File: src/design/lphm_pkg.sv
package lphm_pkg;

   localparam int TABLE_SLOTS = 128;
   localparam int SLOT_BITS   = $clog2(TABLE_SLOTS);
   localparam int OCC_BITS    = $clog2(TABLE_SLOTS + 1);
   localparam int KEY_BITS    = 64;
   localparam int VALUE_BITS  = 16;
   localparam int HASH_SHIFT  = 32;

   typedef enum logic [1:0] {
      MODE_INSERT = 2'd0,
      MODE_FIND   = 2'd1,
      MODE_REMOVE = 2'd2,
      MODE_UPDATE = 2'd3
   } mode_type;

   typedef enum logic [1:0] {
      STATUS_OK        = 2'd0,
      STATUS_NOT_FOUND = 2'd1,
      STATUS_FULL      = 2'd2,
      STATUS_BAD_KEY   = 2'd3
   } status_type;

   typedef struct packed {
      mode_type              mode;
      logic [KEY_BITS-1:0]   key;
      logic [VALUE_BITS-1:0] value;
   } req_type;

   typedef struct packed {
      status_type            status;
      logic [VALUE_BITS-1:0] found_value;
      logic [SLOT_BITS-1:0]  slot;
   } rsp_type;

   typedef struct packed {
      logic [KEY_BITS-1:0]   key;
      logic [VALUE_BITS-1:0] value;
   } entry_type;

   typedef struct packed {
      logic       load_req;
      logic       probe_home_req;
      logic       probe_home_moved;
      logic       probe_next;
      logic       rd_walk;
      logic       write_req;
      logic       occ_inc;
      logic       write_moved;
      logic       erase_probe;
      logic       take_walk;
      logic       walk_next;
      logic       res_set;
      status_type res_status;
      logic       res_slot;
      logic       res_value;
      logic       rsp_load;
   } cmd_type;

   typedef struct packed {
      logic     key_zero;
      mode_type mode;
      logic     table_full;
      logic     occ_probe;
      logic     occ_walk;
      logic     walk_last;
      logic     rd_occ;
      logic     rd_hit;
      logic     probe_last;
      logic     rsp_free;
   } stat_type;

   function automatic logic [SLOT_BITS-1:0] home_slot(input logic [KEY_BITS-1:0] key);
      return key[SLOT_BITS-1:0] ^ key[HASH_SHIFT +: SLOT_BITS];
   endfunction

endpackage

File: src/design/lphm_ctrl.sv
module lphm_ctrl (
   input  logic              clock,
   input  logic              reset,
   input  logic              req_valid,
   output logic              req_ready,
   input  lphm_pkg::stat_type stat,
   output lphm_pkg::cmd_type  cmd
);
   import lphm_pkg::*;

   typedef enum logic [8:0] {
      ST_IDLE     = 9'b000000001,
      ST_START    = 9'b000000010,
      ST_INS_SCAN = 9'b000000100,
      ST_LK_RD    = 9'b000001000,
      ST_LK_CMP   = 9'b000010000,
      ST_RM_SCAN  = 9'b000100000,
      ST_RM_RD    = 9'b001000000,
      ST_RM_PLACE = 9'b010000000,
      ST_DONE     = 9'b100000000
   } state_type;

   state_type state_ff;
   state_type state_in;

   assign req_ready = (state_ff == ST_IDLE);

   always_comb begin
      cmd      = '0;
      state_in = state_ff;
      case (state_ff)
         ST_IDLE: begin
            if (req_valid) begin
               cmd.load_req = 1'b1;
               state_in     = ST_START;
            end
         end
         ST_START: begin
            if (stat.key_zero) begin
               cmd.res_set    = 1'b1;
               cmd.res_status = STATUS_BAD_KEY;
               state_in       = ST_DONE;
            end else if (stat.mode == MODE_INSERT) begin
               if (stat.table_full) begin
                  cmd.res_set    = 1'b1;
                  cmd.res_status = STATUS_FULL;
                  state_in       = ST_DONE;
               end else begin
                  cmd.probe_home_req = 1'b1;
                  state_in           = ST_INS_SCAN;
               end
            end else begin
               cmd.probe_home_req = 1'b1;
               state_in           = ST_LK_RD;
            end
         end
         ST_INS_SCAN: begin
            if (!stat.occ_probe) begin
               cmd.write_req  = 1'b1;
               cmd.occ_inc    = 1'b1;
               cmd.res_set    = 1'b1;
               cmd.res_status = STATUS_OK;
               cmd.res_slot   = 1'b1;
               state_in       = ST_DONE;
            end else begin
               cmd.probe_next = 1'b1;
            end
         end
         ST_LK_RD: begin
            state_in = ST_LK_CMP;
         end
         ST_LK_CMP: begin
            if (stat.rd_hit) begin
               cmd.res_set    = 1'b1;
               cmd.res_status = STATUS_OK;
               cmd.res_slot   = 1'b1;
               case (stat.mode)
                  MODE_FIND: begin
                     cmd.res_value = 1'b1;
                     state_in      = ST_DONE;
                  end
                  MODE_REMOVE: begin
                     cmd.erase_probe = 1'b1;
                     state_in        = ST_RM_SCAN;
                  end
                  default: begin
                     cmd.write_req = 1'b1;
                     state_in      = ST_DONE;
                  end
               endcase
            end else if (!stat.rd_occ || stat.probe_last) begin
               cmd.res_set    = 1'b1;
               cmd.res_status = STATUS_NOT_FOUND;
               state_in       = ST_DONE;
            end else begin
               cmd.probe_next = 1'b1;
               state_in       = ST_LK_RD;
            end
         end
         ST_RM_SCAN: begin
            cmd.rd_walk = 1'b1;
            if (stat.occ_walk) begin
               state_in = ST_RM_RD;
            end else begin
               state_in = ST_DONE;
            end
         end
         ST_RM_RD: begin
            cmd.take_walk        = 1'b1;
            cmd.probe_home_moved = 1'b1;
            state_in             = ST_RM_PLACE;
         end
         ST_RM_PLACE: begin
            if (!stat.occ_probe) begin
               cmd.write_moved = 1'b1;
               cmd.walk_next   = 1'b1;
               if (stat.walk_last) begin
                  state_in = ST_DONE;
               end else begin
                  state_in = ST_RM_SCAN;
               end
            end else begin
               cmd.probe_next = 1'b1;
            end
         end
         ST_DONE: begin
            if (stat.rsp_free) begin
               cmd.rsp_load = 1'b1;
               state_in     = ST_IDLE;
            end
         end
         default: begin
            state_in = ST_IDLE;
         end
      endcase
   end

   always_ff @(posedge clock) begin
      if (reset) begin
         state_ff <= ST_IDLE;
      end else begin
         state_ff <= state_in;
      end
   end

endmodule

File: config.mk
export PLATFORM = sky130hd
export DESIGN_NAME = lphm_ctrl
export DESIGN_NICKNAME = d
export VERILOG_FILES = /design/src/design/lphm_pkg.sv /design/src/design/lphm_ctrl.sv
export SDC_FILE = /design/constraint.sdc
export NUM_CORES = 1
export LEC_CHECK = 0
export CAP_MARGIN = 20
export CORE_ASPECT_RATIO = 1.4
export CORE_MARGIN = 8
export CORE_UTILIZATION = 45
export CTS_BUF_LIST = sky130_fd_sc_hd__clkbuf_4
export CTS_CLUSTER_DIAMETER = 100
export CTS_CLUSTER_SIZE = 14
export DETAILED_ROUTE_END_ITERATION = 10
export DONT_BUFFER_PORTS = 1
export GPL_TIMING_DRIVEN = 0
export MAX_ROUTING_LAYER = met4
export SETUP_SLACK_MARGIN = 0.2
export SYNTH_ARGS = -nofsm -noshare
export SYNTH_HDL_FRONTEND = slang
export SYNTH_SLANG_ARGS = --single-unit
File: constraint.sdc
create_clock -name clock -period 4.35 [get_ports clock]
set_clock_uncertainty 0.15 [all_clocks]
set_input_delay 0.435 -clock clock [delete_from_list [all_inputs] [get_ports clock]]
set_output_delay 0.435 -clock clock [all_outputs]
set_load 0.01 [all_outputs]
After elaboration in Yosys (flattened, before gate mapping)
Cells that the tools add are included. Widths: inputs -> output; s select.

Equality and inequality tests: 15. Multiplexer cells: 48. Reductions and logical operators: 6.

Operators by type and width (count): $mux 9 (12); $pmux 9 s9 (1); $mux 1 (23); $mux 3 (5); $eq 9x1->1 const B (1); $eq 9x2->1 const B (1); $eq 9x3->1 const B (1); $eq 9x4->1 const B (1); $eq 9x5->1 const B (1); $eq 9x6->1 const B (1); $eq 9x7->1 const B (1); $eq 9x8->1 const B (1); $eq 9x9->1 const B (1); $pmux 3 s3 (1); $ne 2x2->1 const B (4); $pmux 1 s2 (3); $mux 2 (2); $mux 4 (1); $reduce_and 4->1 (1); $reduce_or 2->1 (2); $eq 2x1->1 const B (1); $eq 2x2->1 const B (1); $logic_not 2->1 (1); $logic_not 1->1 (1); $logic_or 1x1->1 (1).

Register bits: 9. Input port bits: 14. Output and inout bits: 18. Word-level logic and storage cells: 70.

Depth between registers and ports, before layout
Gate-level depths: netlist of run 1.

Depth in word-level cells: 5. Depth in mapped cells: 7. Gate-level depth less buffers: 7.

Least setup slack after synthesis of run 1
No wires, ideal clock.

Path type: register -> output. Start point: register state_ff[2]. End point: output port cmd[9] (netlist name). Arrival: 1.516 ns. Path slack: 2.249 ns. Stages on the path, launching flop included: 6. Path through: dfxtp_1 -> buf_4 -> nor4_1 -> and4b_1 -> nor2b_1 -> buf_4.

RTL lines: start: declaration (line lphm_ctrl.sv:23) `state_type state_ff;`; start signal: assignment (line lphm_ctrl.sv:142) `state_ff <= state_in;`; end: declaration (line lphm_ctrl.sv:7) `output lphm_pkg::cmd_type cmd`.

==> results of run 1 <==
==> final cells by class <==
type	instances	area [µm²]	share of cell area
clock buffer	4	30.0	0.0322
inverter	6	22.5	0.0241
tap	21	26.3	0.0282
sequential	9	180	0.193
buffer	8	43.8	0.0469
multi-input combinational	90	631	0.676
==> per-layer routing <==
| layer | track usage | part of all wire | wire length (µm) |
|---|---|---|---|
| met2 | 0.238 | 0.50 | 1230 |
| met5 | - | 0 | 0 |
| met1 | 0.164 | 0.42 | 1030 |
| met4 | 0.0759 | 0.020 | 48 |
| met3 | 0.0283 | 0.057 | 140 |
==> report_power, final <==
| group | internal [mW] | switching [mW] |
|---|---|---|
| logic | 0.0319 | 0.0469 |
| clock network | 0.0419 | 0.0362 |
| registers | 0.0869 | 0.00785 |
==> cell families (layout without fill, tap and decap cells) <==
kind of cell	after synthesis	count (layout)
AO/OA/AOI/OAI	23	23
adder cells (fa/ha/maj)	3	3
AND/OR/NAND/NOR	61	61
XOR/XNOR	3	3
flip-flops	9	9
buffers and inverters	14	18
==> critical path: cells and delay by family, from the launching register on <==
family / cells / cell delay [ns]
compound gates: 1 / 0.18
buf+inv: 1 / 0.16
flops: 1 / 0.32
simple gates: 4 / 1.20
==> Yosys cell counts (all sizes together) (3+ instances only) <==
library cell / instances / area [µm²]
nor4b: 7 / 67.6
nor2b: 3 / 18.8
nand2: 5 / 18.8
nand2b: 5 / 31.3
buf: 6 / 36.3
ha: 3 / 37.5
and2: 3 / 18.8
dfxtp: 9 / 180
nand3: 3 / 15.0
a21oi: 8 / 40.0
nor2: 15 / 56.3
nor4: 3 / 33.8
inv: 6 / 22.5
nor3: 5 / 35.0
xor2: 3 / 26.3
==> worst paths after layout <==
path	endpoint	slack [ns]	cells past startpoint	from
worst max-delay path	cmd[11]	1.61	6	state_ff[2]
worst min-delay path	state_ff[6]	0.17	1	stat[5]
worst min register to register	state_ff[8]	0.51	2	state_ff[8]
worst max register to register	state_ff[0]	2.33	6	state_ff[2]
==> stage by stage <==
| step | instance area (µm²) | total power, mW | utilization | instances | setup slack, ns |
|---|---|---|---|---|---|
| after floorplan | 877 | 0.160 | - | 113 | 2.25 |
| after global placement | 903 | 0.174 | 0.475 | 134 | 1.98 |
| after detailed placement | 903 | 0.175 | 0.475 | 134 | 1.97 |
| after CTS | 933 | 0.251 | 0.491 | 138 | 1.64 |
| after global routing | 933 | 0.266 | 0.491 | 138 | 1.45 |
| final | 933 | 0.252 | 0.491 | 138 | 1.61 |
==> results.sh, run 1 <==
export IMPL_outcome="completed"
export IMPL_dp_hpwl_mm=1.92
export IMPL_max_vdd_ir_drop_uv=184
export IMPL_cts_root_buf="clkbuf_4"
export IMPL_cts_tree="built"
export IMPL_grt_start_max_net_pins=11
export IMPL_clk_insertion_delay_late_ns=0.28
export IMPL_post_synth_fa_ha_maj_area_fraction=0.0428
export IMPL_hold_viol=0
export IMPL_final_antenna_net_count=0
export IMPL_rsz0062_at_grt="no"
export IMPL_post_cts_setup_buffer_count=0
export IMPL_max_cap_violations=0
export IMPL_cts_resized=0
export IMPL_nets=135
export IMPL_worstPathCellList="buf_4 -> nor4_1 -> nand3b_1 -> nor2_1 -> nand2_1 -> o21ai_2"
export IMPL_port_buffers=0
export IMPL_whs_ns=0.171
export IMPL_worst_slew_pin_slew_ns=0.665
export IMPL_largestRegisters="state_ff (9)"
export IMPL_min_period_over_period=0.630
export IMPL_power_density_nw_per_um2=270
export IMPL_synthDistinctLibCells=44
export IMPL_track_usage=0.147
export IMPL_drcViolationCount=0
export IMPL_htree_num_levels=1
export IMPL_hold_buffers=0
export IMPL_syn_to_final_growth_pct=6.42
export IMPL_dieArea_um2=3640
export IMPL_slew_viol_final=0
export IMPL_finalCriticalPeriod_ns=2.74
export IMPL_ys_ff_latch=9
export IMPL_crit_path_end_kind="output pin"
export IMPL_gp_congestion=0.879
export IMPL_grt_pass1_wl_mm=3.97
export IMPL_leakage_nw=0.388
export IMPL_numClockSinks=9
export IMPL_firstDrtPassIters=4
export IMPL_die_y_um=68.2
export IMPL_initial_core_util=0.461
export IMPL_rows=19
export IMPL_hold_class="input port to register"
export IMPL_final_setup_viol_count=0
export IMPL_routed_wl_mm=2.45
export IMPL_worstPathMaxFanout=10
export IMPL_critical_path_max_stage_delay_ns=0.57
export IMPL_drtIter0Drc=7
export IMPL_synth_mux_area_frac=0
export IMPL_synth_area_um2=877
export IMPL_num_antenna_cells=0
export IMPL_synth_top_family_by_area="simple AND/OR/NAND/NOR gates"
export IMPL_tns_ns=0
export IMPL_pin_count=32
export IMPL_synth_compound_area_share=0.201
export IMPL_synth_edf_count=0
export IMPL_seq_area_frac_synth=0.205
export IMPL_startpoint_type="register"
export IMPL_syn_num_nets=130
export IMPL_vias_per_cell=6.30
export IMPL_yosys_warnings=0
export IMPL_overflow=0
export IMPL_largest_reg_flops=9
export IMPL_synth_xor_area_frac=0.0300
export IMPL_crit_slowest_cell="nor4_1"
export IMPL_crit_type="register to output pin"
export IMPL_vias=870
export IMPL_ys_async_sr_fraction=0
export IMPL_slew_headroom=0.552
export IMPL_layout_commonest_cell="nor2_1"
export IMPL_grt_pass1_vias=857
export IMPL_yosys_area_share_simple=0.445
export IMPL_clockBufferDepth=2
export IMPL_syn_inst=113
export IMPL_die_w_um=53.3
export IMPL_wl_per_cell_um=17.8
export IMPL_cp_required_ns=3.76
export IMPL_layout_common_cells="15 x nor2_1, 9 x dfxtp_1, 8 x a21oi_1"
export IMPL_ys_flop_type="dfxtp_1"
export IMPL_top_register="state_ff"
export IMPL_core_um2=1900
export IMPL_crit_arrival_ns=2.16
export IMPL_drive_above_1_share=0.154
export IMPL_max_freq_ghz=0.365
export IMPL_antenna_found_initial=0
export IMPL_clkTransAtPathRegs_ns=0.07
export IMPL_syn_avg_cell_area_um2=7.76
export IMPL_cts_made_buffers=3
export IMPL_fillers=210
Note: power is estimated with default switching activity, not from simulation.
==> run 2: changes to the inputs <==
==> constraint.sdc (replaced) <==
create_clock -name clock -period 2.5 [get_ports clock]
set_clock_uncertainty 0.15 [all_clocks]
set_input_delay 0.25 -clock clock [delete_from_list [all_inputs] [get_ports clock]]
set_output_delay 0.25 -clock clock [all_outputs]
set_load 0.01 [all_outputs]
==> results.sh, run 2 (synthesis results as in run 1) <==
export IMPL_crit_path_end_kind="output pin"
export IMPL_wl_per_cell_um=17.7
export IMPL_grt_pass1_wl_mm=4.01
export IMPL_largestRegisters="state_ff (9)"
export IMPL_drcViolationCount=0
export IMPL_max_cap_violations=0
export IMPL_finalCriticalPeriod_ns=2.21
export IMPL_numClockSinks=9
export IMPL_worst_slew_pin_slew_ns=0.503
export IMPL_final_antenna_net_count=0
export IMPL_grt_met2_usage=0.246
export IMPL_port_buffers=0
export IMPL_worstPathMaxFanout=6
export IMPL_grt_start_max_net_pins=11
export IMPL_htree_num_levels=1
export IMPL_multi_input_comb_area_um2=686
export IMPL_cts_made_buffers=3
export IMPL_crit_slowest_cell="or4_4"
export IMPL_critical_path_max_stage_delay_ns=0.61
export IMPL_vias=871
export IMPL_slew_viol_final=0
export IMPL_overflow=0
export IMPL_clk_insertion_delay_late_ns=0.28
export IMPL_power_density_nw_per_um2=458
export IMPL_leakage_nw=0.409
export IMPL_startpoint_type="register"
export IMPL_core_um2=1900
export IMPL_track_usage=0.148
export IMPL_rows=19
export IMPL_num_antenna_cells=0
export IMPL_outcome="completed"
export IMPL_crit_type="register to output pin"
export IMPL_initial_core_util=0.461
export IMPL_clockBufferDepth=2
export IMPL_largest_reg_flops=9
export IMPL_rsz0062_at_grt="yes"
export IMPL_syn_to_final_growth_pct=14.0
export IMPL_drtIter0Drc=19
export IMPL_final_cells=139
export IMPL_power_mw=0.458
export IMPL_clkTransAtPathRegs_ns=0.07
export IMPL_die_y_um=68.2
export IMPL_final_setup_viol_count=0
export IMPL_vias_per_cell=6.27
export IMPL_max_vdd_ir_drop_uv=330
export IMPL_max_freq_ghz=0.452
export IMPL_post_cts_setup_buffer_count=0
export IMPL_layout_common_cells="13 x nor2_1, 9 x dfxtp_1, 8 x a21oi_1"
export IMPL_drive_above_1_share=0.220
export IMPL_dp_hpwl_mm=1.92
export IMPL_firstDrtPassIters=4
export IMPL_cp_required_ns=2.10
export IMPL_slew_headroom=0.664
export IMPL_grt_pass1_vias=873
export IMPL_dieArea_um2=3640
export IMPL_min_period_over_period=0.884
export IMPL_crit_arrival_ns=1.81
export IMPL_gp_congestion=0.879
export IMPL_nets=136
export IMPL_grt_util_met3=0.0326
export IMPL_worstPathCellList="or4_4 -> nor4_4 -> a31oi_1 -> nor2_1"
export IMPL_antenna_found_initial=0
export IMPL_routed_wl_mm=2.47
export IMPL_tns_ns=0
export IMPL_cts_tree="built"
export IMPL_layout_commonest_cell="nor2_1"
export IMPL_pin_count=32
export IMPL_cts_root_buf="clkbuf_4"
export IMPL_seqCellArea_um2=180
export IMPL_fillers=203
export IMPL_die_w_um=53.3
export IMPL_hold_class="input port to register"
export IMPL_top_register="state_ff"
export IMPL_hold_viol=0
export IMPL_top_usage_layer="met2"
export IMPL_placed_cells=134
export IMPL_grt_util_met1=0.159
-- run 2: power breakdown --
group / total, mW / switching (mW) / internal, mW / leakage, nW
Sequential: 0.171 / 0.0199 / 0.151 / 0.0730
Clock: 0.137 / 0.0638 / 0.0729 / 0.0184
Combinational: 0.150 / 0.0829 / 0.0672 / 0.317
-- run 2: timing repair --
action,CTS,global route
gates resized for setup,4,8
pin swaps,0,0
endpoints found under the hold margin,1,0
endpoints found under the setup margin,7,11
hold buffers,1,0
-- run 2: metrics by stage --
step | hold WS [ns] | worst slack, ns | area, µm² | utilization
6_report | 0.0123 | 0.290 | 1000 | 0.526
4_1_cts | 0.0144 | 0.207 | 970 | 0.510
3_3_place_gp | 0.277 | 0.316 | 903 | 0.475
5_1_grt | 0.0173 | 0.189 | 1000 | 0.526
2_1_floorplan | 0.272 | 0.584 | 877 | -
3_5_place_dp | 0.278 | 0.302 | 903 | 0.475
-- run 2: metal layers --
metal	routed length, µm	vias to the layer above
li1	-	431
met1	1040	416
met2	1240	19
met3	135	5
met4	50	0
met5	0	-
-- run 2: worst paths after layout --
path	from	end	slack, ns	cells past startpoint
setup / recovery	state_ff[0]	cmd[13]	0.29	4
hold / removal	stat[0]	state_ff[8]	0.01	2
setup reg to reg	state_ff[4]	state_ff[0]	0.59	6
hold reg to reg	state_ff[8]	state_ff[8]	0.52	2
-- run 2: cell type report --
class / count / area share
multi-input cells: 90 / 0.686
flip-flops and latches: 9 / 0.180
plain buffers: 8 / 0.0451
clock buffers: 4 / 0.0300
well taps: 21 / 0.0263
inverters: 6 / 0.0225
repair buffers: 1 / 0.0100
-- run 2: worst max-delay path, delay by kind of cell (launching register included) --
kind            cells  cell delay (ns)
simple gates        3             1.00
flops               1             0.40
compound gates      1             0.12
